==> src/sv/ssbn_pkg.sv <==
// shared widths, codes and state type of the slice bounds normalizer
package ssbn_pkg;

    localparam int MAX_RANK_DEF = 8;

    localparam int RANK_W = 4;                  // tensor_rank register
    localparam int IDX_W  = 3;                  // dim_index and axis_out
    localparam int AXIS_W = 4;                  // signed axis_raw
    localparam int RAW_W  = 64;                 // start/end/step raw fields
    localparam int DIM_W  = 31;                 // dimension size and unsigned results
    localparam int OUT_W  = 32;                 // signed end_out and step_out
    localparam int CNT_W  = $clog2(RAW_W);      // bit counter for the serial passes

    localparam logic [DIM_W-1:0] S32_MAX = '1;  // largest 32-bit signed value

    typedef enum logic [0:0] {
        REQ_LOAD = 1'b0,
        REQ_AXIS = 1'b1
    } t_req;

    typedef enum logic [1:0] {
        STAT_OK    = 2'd0,
        STAT_RANGE = 2'd1,
        STAT_DUP   = 2'd2,
        STAT_ZSTEP = 2'd3
    } t_status;

    typedef enum logic [2:0] {
        S_IDLE,
        S_PREP,
        S_SCAN,
        S_ASM,
        S_DIFF,
        S_DIV,
        S_FIN,
        S_EMIT
    } t_state;

endpackage

==> src/sv/strided_slice_bounds_normalizer.sv <==
// slice bounds normalizer: shape table, serial clamp pass and serial ceiling divider
// Takes one item at a time. A load item writes one dimension size into the shape
// table; an axis item wraps and checks the axis against tensor_rank and the seen
// mask, then clamps step, start and end against the dimension size and gives the
// number of selected elements. Load items and rejected axis items (out of range,
// duplicate, zero step) go from acceptance through the emit step to the output
// register. A normal axis item runs a bit-serial pass over the 64-bit start, end
// and step fields, one bit per cycle, then a restoring divider that retires one
// quotient bit per cycle; it steps through setup, scan, assembly, difference,
// divide, final and emit, skipping difference, divide and final when the dimension
// size is zero and divide and final when the selected length is zero or negative.
// Apart from the emit step's stall wait, the serial pass and the divider are the
// only loops. The next item is accepted in the cycle after the result is loaded,
// even while the receiver stalls it; a result that is still stalled holds the
// following one in the last step. Shape table entries read by an axis item must
// have been loaded first; tensor_rank is to be written only while the block is
// idle, which the block itself does not enforce.
module strided_slice_bounds_normalizer #(
    parameter int MAX_RANK = ssbn_pkg::MAX_RANK_DEF
) (
    input  logic                                i_clk,
    input  logic                                i_rst_n,
    // configuration
    input  logic                                i_cfg_we,
    input  logic [ssbn_pkg::RANK_W-1:0]         i_cfg_wdata,
    // input item channel
    input  logic                                i_in_valid,
    output logic                                o_in_stall,
    input  logic                                i_req_type,
    input  logic [ssbn_pkg::IDX_W-1:0]          i_dim_index,
    input  logic [ssbn_pkg::DIM_W-1:0]          i_dim_size,
    input  logic                                i_first_of_slice,
    input  logic signed [ssbn_pkg::AXIS_W-1:0]  i_axis_raw,
    input  logic signed [ssbn_pkg::RAW_W-1:0]   i_start_raw,
    input  logic signed [ssbn_pkg::RAW_W-1:0]   i_end_raw,
    input  logic signed [ssbn_pkg::RAW_W-1:0]   i_step_raw,
    // result item channel
    output logic                                o_out_valid,
    input  logic                                i_out_stall,
    output logic [1:0]                          o_status,
    output logic [ssbn_pkg::IDX_W-1:0]          o_axis_out,
    output logic [ssbn_pkg::DIM_W-1:0]          o_start_out,
    output logic signed [ssbn_pkg::OUT_W-1:0]   o_end_out,
    output logic signed [ssbn_pkg::OUT_W-1:0]   o_step_out,
    output logic [ssbn_pkg::DIM_W-1:0]          o_out_length
);

    // table index width; the rank is compared in one bit more than the register
    localparam int AW  = (MAX_RANK > 1) ? $clog2(MAX_RANK) : 1;
    localparam int RKW = ssbn_pkg::RANK_W + 1;
    localparam int RW  = ssbn_pkg::RAW_W;
    localparam int DW  = ssbn_pkg::DIM_W;
    localparam int OW  = ssbn_pkg::OUT_W;
    localparam int CW  = ssbn_pkg::CNT_W;

    localparam logic [CW-1:0] SCAN_LAST = CW'(RW - 1);   // last bit of the serial pass
    localparam logic [CW-1:0] DIV_LAST  = CW'(DW - 1);   // last quotient bit
    localparam logic [CW-1:0] SENT_LOW  = CW'(DW);       // ones below this bit: int32 max

    // ------------------------------------------------------------------
    // state
    // ------------------------------------------------------------------
    ssbn_pkg::t_state  r_state, n_state;
    logic [ssbn_pkg::RANK_W-1:0] r_rank;
    logic [DW-1:0]     r_table [MAX_RANK];
    logic [MAX_RANK-1:0] r_seen, n_seen;

    // serial pass operands and running flags
    logic [DW-1:0]     r_dim;          // size of the selected dimension
    logic [DW-1:0]     r_d_sr;         // dimension size, shifted out lsb first
    logic [DW-1:0]     r_b_sr;         // step bound, shifted out lsb first
    logic [RW-1:0]     r_step_sr;      // rotates, back in place after the pass
    logic [RW-1:0]     r_start_sr;     // becomes start wrapped by the dimension
    logic [RW-1:0]     r_end_sr;       // becomes end wrapped by the dimension
    logic              r_step_neg, r_start_neg, r_end_neg;
    logic              r_st_gt;        // step above +bound
    logic              r_st_lt;        // step below -bound
    logic              r_nb_c;         // serial negation of the bound: a one seen
    logic              r_sc, r_ec;     // serial adder carries
    logic              r_x_ge;         // wrapped start above its upper limit
    logic              r_y_gt;         // wrapped end above the dimension size
    logic              r_y_ones;       // wrapped end is all ones
    logic              r_e32, r_e64;   // end equals one of the int max markers
    logic [CW-1:0]     r_cnt;

    // divider
    logic [DW-1:0]     r_q, r_rem, r_den;

    // result being built
    ssbn_pkg::t_status r_status;
    logic [ssbn_pkg::IDX_W-1:0] r_axis;
    logic [DW-1:0]     r_start_out;
    logic [OW-1:0]     r_end_out;
    logic [OW-1:0]     r_step_out;
    logic [DW-1:0]     r_len;

    // output register
    logic              r_out_valid;
    ssbn_pkg::t_status r_out_status;
    logic [ssbn_pkg::IDX_W-1:0] r_out_axis;
    logic [DW-1:0]     r_out_start;
    logic [OW-1:0]     r_out_end;
    logic [OW-1:0]     r_out_step;
    logic [DW-1:0]     r_out_len;

    // ------------------------------------------------------------------
    // handshake
    // ------------------------------------------------------------------
    logic st_idle, st_emit;
    logic in_accept, out_free, out_load;
    logic is_load;

    assign in_accept = i_in_valid && st_idle;
    assign out_free  = !r_out_valid || !i_out_stall;
    assign out_load  = st_emit && out_free;
    assign is_load   = (i_req_type == ssbn_pkg::REQ_LOAD);

    // ------------------------------------------------------------------
    // axis checks at acceptance
    // ------------------------------------------------------------------
    logic [RKW-1:0] rank5, lim5, rank_eff;
    logic [RKW:0]   ax6;
    logic           ax_ok, ax_dup, step_zero, dim_in_range;
    logic [AW-1:0]  ax_idx;
    logic [MAX_RANK-1:0] seen_base;

    always_comb begin
        rank5    = {1'b0, r_rank};
        lim5     = RKW'(MAX_RANK);
        rank_eff = (rank5 > lim5) ? lim5 : rank5;
        // negative axis counts back from the rank
        ax6      = {{2{i_axis_raw[ssbn_pkg::AXIS_W-1]}}, i_axis_raw}
                 + (i_axis_raw[ssbn_pkg::AXIS_W-1] ? {1'b0, rank_eff} : '0);
        ax_ok    = !ax6[RKW] && (ax6[RKW-1:0] < rank_eff);
        ax_idx   = ax6[AW-1:0];
        seen_base = i_first_of_slice ? '0 : r_seen;
        ax_dup   = seen_base[ax_idx];
        n_seen   = seen_base;
        if (ax_ok && !ax_dup) begin
            n_seen[ax_idx] = 1'b1;
        end
        step_zero    = (i_step_raw == '0);
        dim_in_range = (int'(i_dim_index) < MAX_RANK);
    end

    // ------------------------------------------------------------------
    // serial pass: one bit of each raw field per cycle, lsb first
    // ------------------------------------------------------------------
    logic sc_msb;
    logic b_s, b_a, b_e, b_d, b_b, b_nb;
    logic add_a, add_e, b_x, b_y, c_x, c_y;

    always_comb begin
        sc_msb = (r_cnt == SCAN_LAST);
        b_s    = r_step_sr[0];
        b_a    = r_start_sr[0];
        b_e    = r_end_sr[0];
        b_d    = r_d_sr[0];
        b_b    = r_b_sr[0];
        b_nb   = b_b ^ r_nb_c;            // bit of -bound
        add_a  = r_start_neg & b_d;       // negative start gets the size added
        add_e  = r_end_neg & b_d;
        b_x    = b_a ^ add_a ^ r_sc;
        c_x    = (b_a & add_a) | (r_sc & (b_a ^ add_a));
        b_y    = b_e ^ add_e ^ r_ec;
        c_y    = (b_e & add_e) | (r_ec & (b_e ^ add_e));
    end

    // ------------------------------------------------------------------
    // assembly of clamped start, end and step
    // ------------------------------------------------------------------
    logic          dim_zero;
    logic [OW-1:0] bnd32, step_sel, d32, end_lo, end_sel;
    logic [DW-1:0] start_hi, start_sel;
    logic          end_low, end_sent;

    always_comb begin
        dim_zero  = (r_dim == '0);
        bnd32     = {1'b0, (dim_zero ? ssbn_pkg::S32_MAX : r_dim)};
        step_sel  = r_st_gt ? bnd32 : (r_st_lt ? (-bnd32) : r_step_sr[OW-1:0]);
        start_hi  = r_dim - DW'(r_step_neg);
        start_sel = r_start_sr[RW-1] ? '0 : (r_x_ge ? start_hi : r_start_sr[DW-1:0]);
        d32       = {1'b0, r_dim};
        end_lo    = r_step_neg ? '1 : '0;
        end_sent  = r_e32 || r_e64;
        // below -1 for a negative step, below 0 otherwise
        end_low   = r_end_sr[RW-1] && (!r_step_neg || !r_y_ones);
        if (end_sent) begin
            end_sel = r_step_neg ? '1 : d32;
        end else if (end_low) begin
            end_sel = end_lo;
        end else if (r_y_gt) begin
            end_sel = d32;
        end else begin
            end_sel = r_end_sr[OW-1:0];
        end
    end

    // ------------------------------------------------------------------
    // numerator and divisor, both as magnitudes in the step's direction
    // ------------------------------------------------------------------
    logic [OW:0]   s33, e33, num33;
    logic [OW-1:0] den32;
    logic          num_pos;

    always_comb begin
        s33     = {2'b00, r_start_out};
        e33     = {r_end_out[OW-1], r_end_out};
        num33   = r_step_neg ? (s33 - e33) : (e33 - s33);
        num_pos = !num33[OW] && (num33 != '0);
        den32   = r_step_neg ? (-r_step_out) : r_step_out;
    end

    // restoring division step
    logic [OW-1:0] div_sh;
    logic [OW:0]   div_tr;
    logic          div_ok;

    always_comb begin
        div_sh = {r_rem, r_q[DW-1]};
        div_tr = {1'b0, div_sh} - {2'b00, r_den};
        div_ok = !div_tr[OW];
    end

    // ------------------------------------------------------------------
    // sequencer
    // ------------------------------------------------------------------
    always_comb begin
        n_state = r_state;
        case (r_state)
            ssbn_pkg::S_IDLE: begin
                if (in_accept) begin
                    if (is_load || !ax_ok || ax_dup || step_zero) begin
                        n_state = ssbn_pkg::S_EMIT;
                    end else begin
                        n_state = ssbn_pkg::S_PREP;
                    end
                end
            end
            ssbn_pkg::S_PREP: n_state = ssbn_pkg::S_SCAN;
            ssbn_pkg::S_SCAN: begin
                if (sc_msb) begin
                    n_state = ssbn_pkg::S_ASM;
                end
            end
            ssbn_pkg::S_ASM: begin
                n_state = dim_zero ? ssbn_pkg::S_EMIT : ssbn_pkg::S_DIFF;
            end
            ssbn_pkg::S_DIFF: begin
                n_state = num_pos ? ssbn_pkg::S_DIV : ssbn_pkg::S_EMIT;
            end
            ssbn_pkg::S_DIV: begin
                if (r_cnt == DIV_LAST) begin
                    n_state = ssbn_pkg::S_FIN;
                end
            end
            ssbn_pkg::S_FIN: n_state = ssbn_pkg::S_EMIT;
            ssbn_pkg::S_EMIT: begin
                if (out_free) begin
                    n_state = ssbn_pkg::S_IDLE;
                end
            end
            default: n_state = ssbn_pkg::S_IDLE;
        endcase
    end

    always_comb begin
        st_idle = 1'b0;
        st_emit = 1'b0;
        case (r_state)
            ssbn_pkg::S_IDLE: st_idle = 1'b1;
            ssbn_pkg::S_EMIT: st_emit = 1'b1;
            default: begin
                st_idle = 1'b0;
                st_emit = 1'b0;
            end
        endcase
    end

    assign o_in_stall = !st_idle;

    // ------------------------------------------------------------------
    // control registers
    // ------------------------------------------------------------------
    always_ff @(posedge i_clk) begin
        if (!i_rst_n) begin
            r_state     <= ssbn_pkg::S_IDLE;
            r_rank      <= '0;
            r_seen      <= '0;
            r_out_valid <= 1'b0;
        end else begin
            r_state <= n_state;
            if (i_cfg_we) begin
                r_rank <= i_cfg_wdata;
            end
            if (in_accept && !is_load) begin
                r_seen <= n_seen;
            end
            if (out_load) begin
                r_out_valid <= 1'b1;
            end else if (!i_out_stall) begin
                r_out_valid <= 1'b0;
            end
        end
    end

    // shape table: written by load items, read once per in-range axis item
    always_ff @(posedge i_clk) begin
        if (in_accept && is_load && dim_in_range) begin
            r_table[AW'(i_dim_index)] <= i_dim_size;
        end
        if (in_accept && !is_load && ax_ok) begin
            r_dim <= r_table[ax_idx];
        end
    end

    // ------------------------------------------------------------------
    // datapath
    // ------------------------------------------------------------------
    always_ff @(posedge i_clk) begin
        case (r_state)
            ssbn_pkg::S_IDLE: begin
                if (in_accept) begin
                    r_step_sr   <= i_step_raw;
                    r_start_sr  <= i_start_raw;
                    r_end_sr    <= i_end_raw;
                    r_step_neg  <= i_step_raw[RW-1];
                    r_start_neg <= i_start_raw[RW-1];
                    r_end_neg   <= i_end_raw[RW-1];
                    r_start_out <= '0;
                    r_end_out   <= '0;
                    r_step_out  <= '0;
                    r_len       <= '0;
                    if (is_load) begin
                        r_status <= ssbn_pkg::STAT_OK;
                        r_axis   <= '0;
                    end else if (!ax_ok) begin
                        r_status <= ssbn_pkg::STAT_RANGE;
                        r_axis   <= '0;
                    end else begin
                        r_axis <= ax6[ssbn_pkg::IDX_W-1:0];
                        if (ax_dup) begin
                            r_status <= ssbn_pkg::STAT_DUP;
                        end else if (step_zero) begin
                            r_status <= ssbn_pkg::STAT_ZSTEP;
                        end else begin
                            r_status <= ssbn_pkg::STAT_OK;
                        end
                    end
                end
            end
            ssbn_pkg::S_PREP: begin
                // a zero-size dimension saturates the step to the int32 range
                r_d_sr   <= r_dim;
                r_b_sr   <= dim_zero ? ssbn_pkg::S32_MAX : r_dim;
                r_st_gt  <= 1'b0;
                r_st_lt  <= 1'b0;
                r_nb_c   <= 1'b0;
                r_sc     <= 1'b0;
                r_ec     <= 1'b0;
                r_x_ge   <= r_step_neg;   // ties count as above for a negative step
                r_y_gt   <= 1'b0;
                r_y_ones <= 1'b1;
                r_e32    <= 1'b1;
                r_e64    <= 1'b1;
                r_cnt    <= '0;
            end
            ssbn_pkg::S_SCAN: begin
                r_step_sr  <= {b_s, r_step_sr[RW-1:1]};
                r_start_sr <= {b_x, r_start_sr[RW-1:1]};
                r_end_sr   <= {b_y, r_end_sr[RW-1:1]};
                r_d_sr     <= {1'b0, r_d_sr[DW-1:1]};
                r_b_sr     <= {1'b0, r_b_sr[DW-1:1]};
                r_nb_c     <= r_nb_c | b_b;
                r_sc       <= c_x;
                r_ec       <= c_y;
                // lsb-first compares: the highest differing bit decides,
                // and at the sign bit the operand holding a one is the smaller
                if (b_s ^ b_b) begin
                    r_st_gt <= sc_msb ? b_b : b_s;
                end
                if (b_nb ^ b_s) begin
                    r_st_lt <= sc_msb ? b_s : b_nb;
                end
                if (b_x ^ b_d) begin
                    r_x_ge <= sc_msb ? b_d : b_x;
                end
                if (b_y ^ b_d) begin
                    r_y_gt <= sc_msb ? b_d : b_y;
                end
                r_y_ones <= r_y_ones & b_y;
                r_e32    <= r_e32 & (b_e == (r_cnt < SENT_LOW));
                r_e64    <= r_e64 & (b_e == !sc_msb);
                r_cnt    <= r_cnt + 1'b1;
            end
            ssbn_pkg::S_ASM: begin
                r_step_out <= step_sel;
                if (!dim_zero) begin
                    r_start_out <= start_sel;
                    r_end_out   <= end_sel;
                end
            end
            ssbn_pkg::S_DIFF: begin
                r_q   <= num33[DW-1:0];
                r_den <= den32[DW-1:0];
                r_rem <= '0;
                r_cnt <= '0;
            end
            ssbn_pkg::S_DIV: begin
                r_rem <= div_ok ? div_tr[DW-1:0] : div_sh[DW-1:0];
                r_q   <= {r_q[DW-2:0], div_ok};
                r_cnt <= r_cnt + 1'b1;
            end
            ssbn_pkg::S_FIN: begin
                // ceiling: round up on a nonzero remainder
                r_len <= r_q + DW'(r_rem != '0);
            end
            ssbn_pkg::S_EMIT: begin
                if (out_free) begin
                    r_out_status <= r_status;
                    r_out_axis   <= r_axis;
                    r_out_start  <= r_start_out;
                    r_out_end    <= r_end_out;
                    r_out_step   <= r_step_out;
                    r_out_len    <= r_len;
                end
            end
            default: begin
                r_cnt <= '0;
            end
        endcase
    end

    assign o_out_valid  = r_out_valid;
    assign o_status     = r_out_status;
    assign o_axis_out   = r_out_axis;
    assign o_start_out  = r_out_start;
    assign o_end_out    = r_out_end;
    assign o_step_out   = r_out_step;
    assign o_out_length = r_out_len;

    // ------------------------------------------------------------------
    // assertions
    // ------------------------------------------------------------------
    a_err_zero: assert property (@(posedge i_clk) disable iff (!i_rst_n)
        r_out_valid && (r_out_status != ssbn_pkg::STAT_OK) |->
            (r_out_start == '0) && (r_out_end == '0) && (r_out_step == '0)
            && (r_out_len == '0))
        else $error("rejected axis carries nonzero bounds");

    a_scan_len: assert property (@(posedge i_clk) disable iff (!i_rst_n)
        (r_state == ssbn_pkg::S_SCAN) && (r_cnt == SCAN_LAST) |=>
            (r_state == ssbn_pkg::S_ASM))
        else $error("serial pass did not end after the last bit");

    a_div_rem: assert property (@(posedge i_clk) disable iff (!i_rst_n)
        (r_state == ssbn_pkg::S_DIV) |-> (r_rem < r_den))
        else $error("divider remainder not below divisor");

    a_clamp: assert property (@(posedge i_clk) disable iff (!i_rst_n)
        (r_state == ssbn_pkg::S_DIFF) |->
            (r_start_out <= r_dim) && ($signed(r_end_out) <= $signed({1'b0, r_dim})))
        else $error("clamped start or end beyond dimension size");

endmodule

==> config.mk <==
export PLATFORM = sky130hd
export DESIGN_NAME = strided_slice_bounds_normalizer
export DESIGN_NICKNAME = d
export VERILOG_FILES = /design/src/sv/ssbn_pkg.sv /design/src/sv/strided_slice_bounds_normalizer.sv
export SDC_FILE = /design/constraint.sdc
export NUM_CORES = 2
export LEC_CHECK = 0
export ABC_AREA = 1
export BUFFER_PORTS_ARGS = -buffer_cell sky130_fd_sc_hd__buf_2
export CAP_MARGIN = 40
export CORE_ASPECT_RATIO = 1.5
export CORE_UTILIZATION = 30
export DETAILED_ROUTE_END_ITERATION = 8
export GPL_ROUTABILITY_DRIVEN = 0
export GPL_TIMING_DRIVEN = 0
export PLACE_DENSITY = 0.56
export SLEW_MARGIN = 10
export SYNTH_ARGS = -nofsm -noshare
export SYNTH_HDL_FRONTEND = slang
export SYNTH_SLANG_ARGS = --single-unit
export TNS_END_PERCENT = 5
==> constraint.sdc <==
create_clock -name i_clk -period 13.3 [get_ports i_clk]
set_clock_uncertainty 0.2 [all_clocks]
set_input_delay 3.325 -clock i_clk [delete_from_list [all_inputs] [get_ports i_clk]]
set_output_delay 3.325 -clock i_clk [all_outputs]
set_load 0.05 [all_outputs]
==> results by group <==
Timing
  • RSZ-0062 raised after global routing: no
  • Setup_tns: 0 ns
  • Slew Viols, Final: 0
  • Hold Slack: 0.217 ns
  • Final hold vios: 0
  • Slew headroom: 34.6%
  • Peak Freq: 162 MHz
  • Tightest Pin Transition: 0.980 ns
  • Setup violators final: 0
  • Min Tclk post-route: 6.18 ns
  • Fin crit share: 46.5%

Routing
  • DRT iter0 DRCs: 2967
  • DR WL/cell: 21.5 um
  • Vias/cell: 4.93
  • Antenna Nets Post-Route: 0
  • Pre-Repair DR Iteration Count: 7
  • DRC Markers: 0
  • DRT Wirelength: 158000 um
  • Vias: 36.2k

Final layout
  • Final core occ: 35.9%
  • Area Growth Syn to Fin: 18.8%
  • Fillers: 15.5k
  • Layout cells sized above 1: 13.4%
  • Design area: 54400 um^2
  • Nets@finish: 5573

CTS
  • H-tree depth: 3
  • CTS resizes: 0
  • Clk pin slew, worst setup/hold paths: 0.06 ns
  • Root buf cell: clkbuf_16
  • Worst-Skew Late Latency: 0.72 ns
  • CTS max path bufs: 3
  • CTS buffer count: 94
  • CTS tree: built
  • Post-CTS Setup Bufs: 0
  • CTS hold repair buffers: 0
  • CTS Sinks: 923

Synth
  • Synth area leaders: edfxtp_1 (60%), nand2_1 (10%), inv_1 (5.2%)
  • Syn nets: 5044
  • Yosys top cell by area: edfxtp_1
  • Syn Std Cell Area: 45800 um^2
  • Register area share after synthesis: 60.2%
  • Synth unique cells: 63
  • Ys flop type: edfxtp_1
  • Syn_area_per_cell: 9.77 um^2
  • Post-synth top area share: 59.5%
  • Synth async-reset ratio: 0%
  • Top-count cell post-synth: nand2_1
  • Synthesized flop and latch total: 923
  • Synth warn: 0
  • Commonest cells post-synth: nand2_1 (1268), edfxtp_1 (907), inv_1 (635)
  • Post-Syn Instances: 4686
  • EDFF count, synth: 907

Floorplan
  • Core area: 152000 um^2
  • FP Rows: 175
  • Io pins: 374
  • Initial core utilization: 30.2%
  • Die Width: 321 um
  • Die area: 154000 um^2
  • Die height: 480 um

Critical path
  • Startpoint type of the worst setup path: primary input
  • CP required: 13.64 ns
  • Crit path kind: in -> reg
  • Crit Path Max Fanout: 10
  • Arrival time at the worst endpoint: 6.52 ns
  • CP Capture Type: flip-flop

Global routing
  • First-pass GRT wire length: 225000 um
  • Initial antenna violation count: 36
  • Vias in the first global route: 35.2k
  • Largest net degree at the start of global routing: 63
  • GR Util All Layers: 20.0%
  • GRT overflow: 0

Pwr
  • Leakage: 22.5 nW
  • Maximum VDD drop: 116 uV
  • Pwr per Cell Area: 209 nW/um^2

Placement
  • Post-DP HPWL: 124000 um
  • IO Port Bufs: 373
  • DP Area: 51200 um^2

Flow run
  • # Max-Cap Violations: 0

Worst hold path
  • Min-Delay Path Class: reg -> reg

Status
  • Status: completed
-- registers in the layout, summed over array words and instances, names as in the netlist, 32 cells and up --
register and flops:
r_step_sr 64, r_end_sr 64, o_end_out 32, r_table 248, r_start_sr 64, r_end_out 32
o_step_out 32, r_step_out 32
-- where the power goes --
group / internal [mW] / leakage (nW) / switching [mW]
logic: 1.13 / 12.4 / 2.82
clock network: 1.58 / 1.53 / 1.18
registers: 4.23 / 8.58 / 0.411
total: 6.93 / 22.5 / 4.41
-- cell type report --
type                            instances  area [um^2]  share of cell area, %
Antenna cell                           12         30.0                 0.0552
Buffer                                152          627                   1.15
Multi-Input combinational cell       2961        15300                   28.1
Clock inverter                         58          692                   1.27
Clock buffer                          114         2460                   4.52
Sequential cell                       923        27600                   50.7
Timing Repair Buffer                  433         2750                   5.06
Inverter                              650         2440                   4.49
Tap cell                             2035         2550                   4.68
-- kinds of logic after synthesis --
logic type	Yosys count	synth area share, %
mux	1	0.0219
fa+ha+maj	117	3.30
compound gates	747	9.63
buf+inv	802	6.71
xor+xnor	92	1.76
simple gates	2004	18.4
flops	923	60.2
-- critical path: stages --
cell and delay [ns]:
buf_2 0.10, nand2_1 0.15, nor2_1 0.06, ha_1 0.21, fa_1 0.53, inv_1 0.21
nand3_1 0.11, inv_1 0.21, clkbuf_1 0.70, clkbuf_1 0.59, nand2_1 0.11, nand4_1 0.21
-- metrics by stage --
stage / std cells / setup slack [ns] / power, mW
5_1_grt: 7330 / 6.96 / 12.0
3_5_place_dp: 7154 / 6.38 / 8.59
4_1_cts: 7326 / 7.17 / 11.4
2_1_floorplan: 4686 / 3.59 / 7.12
3_3_place_gp: 7094 / -0.0321 / 8.54
6_report: 7338 / 7.12 / 11.3
-- layout by cell type, fill, tap and decap left out, types with 59 or more instances in the layout --
master,instances
clkbuf_16,95
nand3_1,130
buf_2,394
a21oi_1,263
clkbuf_1,138
inv_1,635
nand2_1,1266
edfxtp_1,907
nand4_1,65
o21ai_0,251
ha_1,111
a22oi_1,59
xor2_1,60
nor2_1,363
-- final timing paths --
kind,startpoint,end,slack [ns],depth (start not counted)
worst min register to register,r_len[4]$_SDFFCE_PN0P_,o_out_length[4]$_DFFE_PP_,0.22,0
worst max register to register,r_dim[7]$_DFFE_PP_,r_step_out[30]$_SDFFCE_PN0P_,8.34,22
worst max-delay path,i_axis_raw[3],r_dim[6]$_DFFE_PP_,7.12,12
worst min-delay path,r_len[4]$_SDFFCE_PN0P_,o_out_length[4]$_DFFE_PP_,0.22,0
-- per-layer routing --
metal | wire length, um | track usage [%] | up-vias
met5 | 197 | 0 | -
met3 | 11500 | 3.75 | 463
met4 | 9450 | 11.4 | 30
met2 | 75000 | 34.0 | 1518
li1 | - | - | 17000
met1 | 61500 | 23.7 | 17200
No activity file was read; power rests on OpenSTA's default activity.
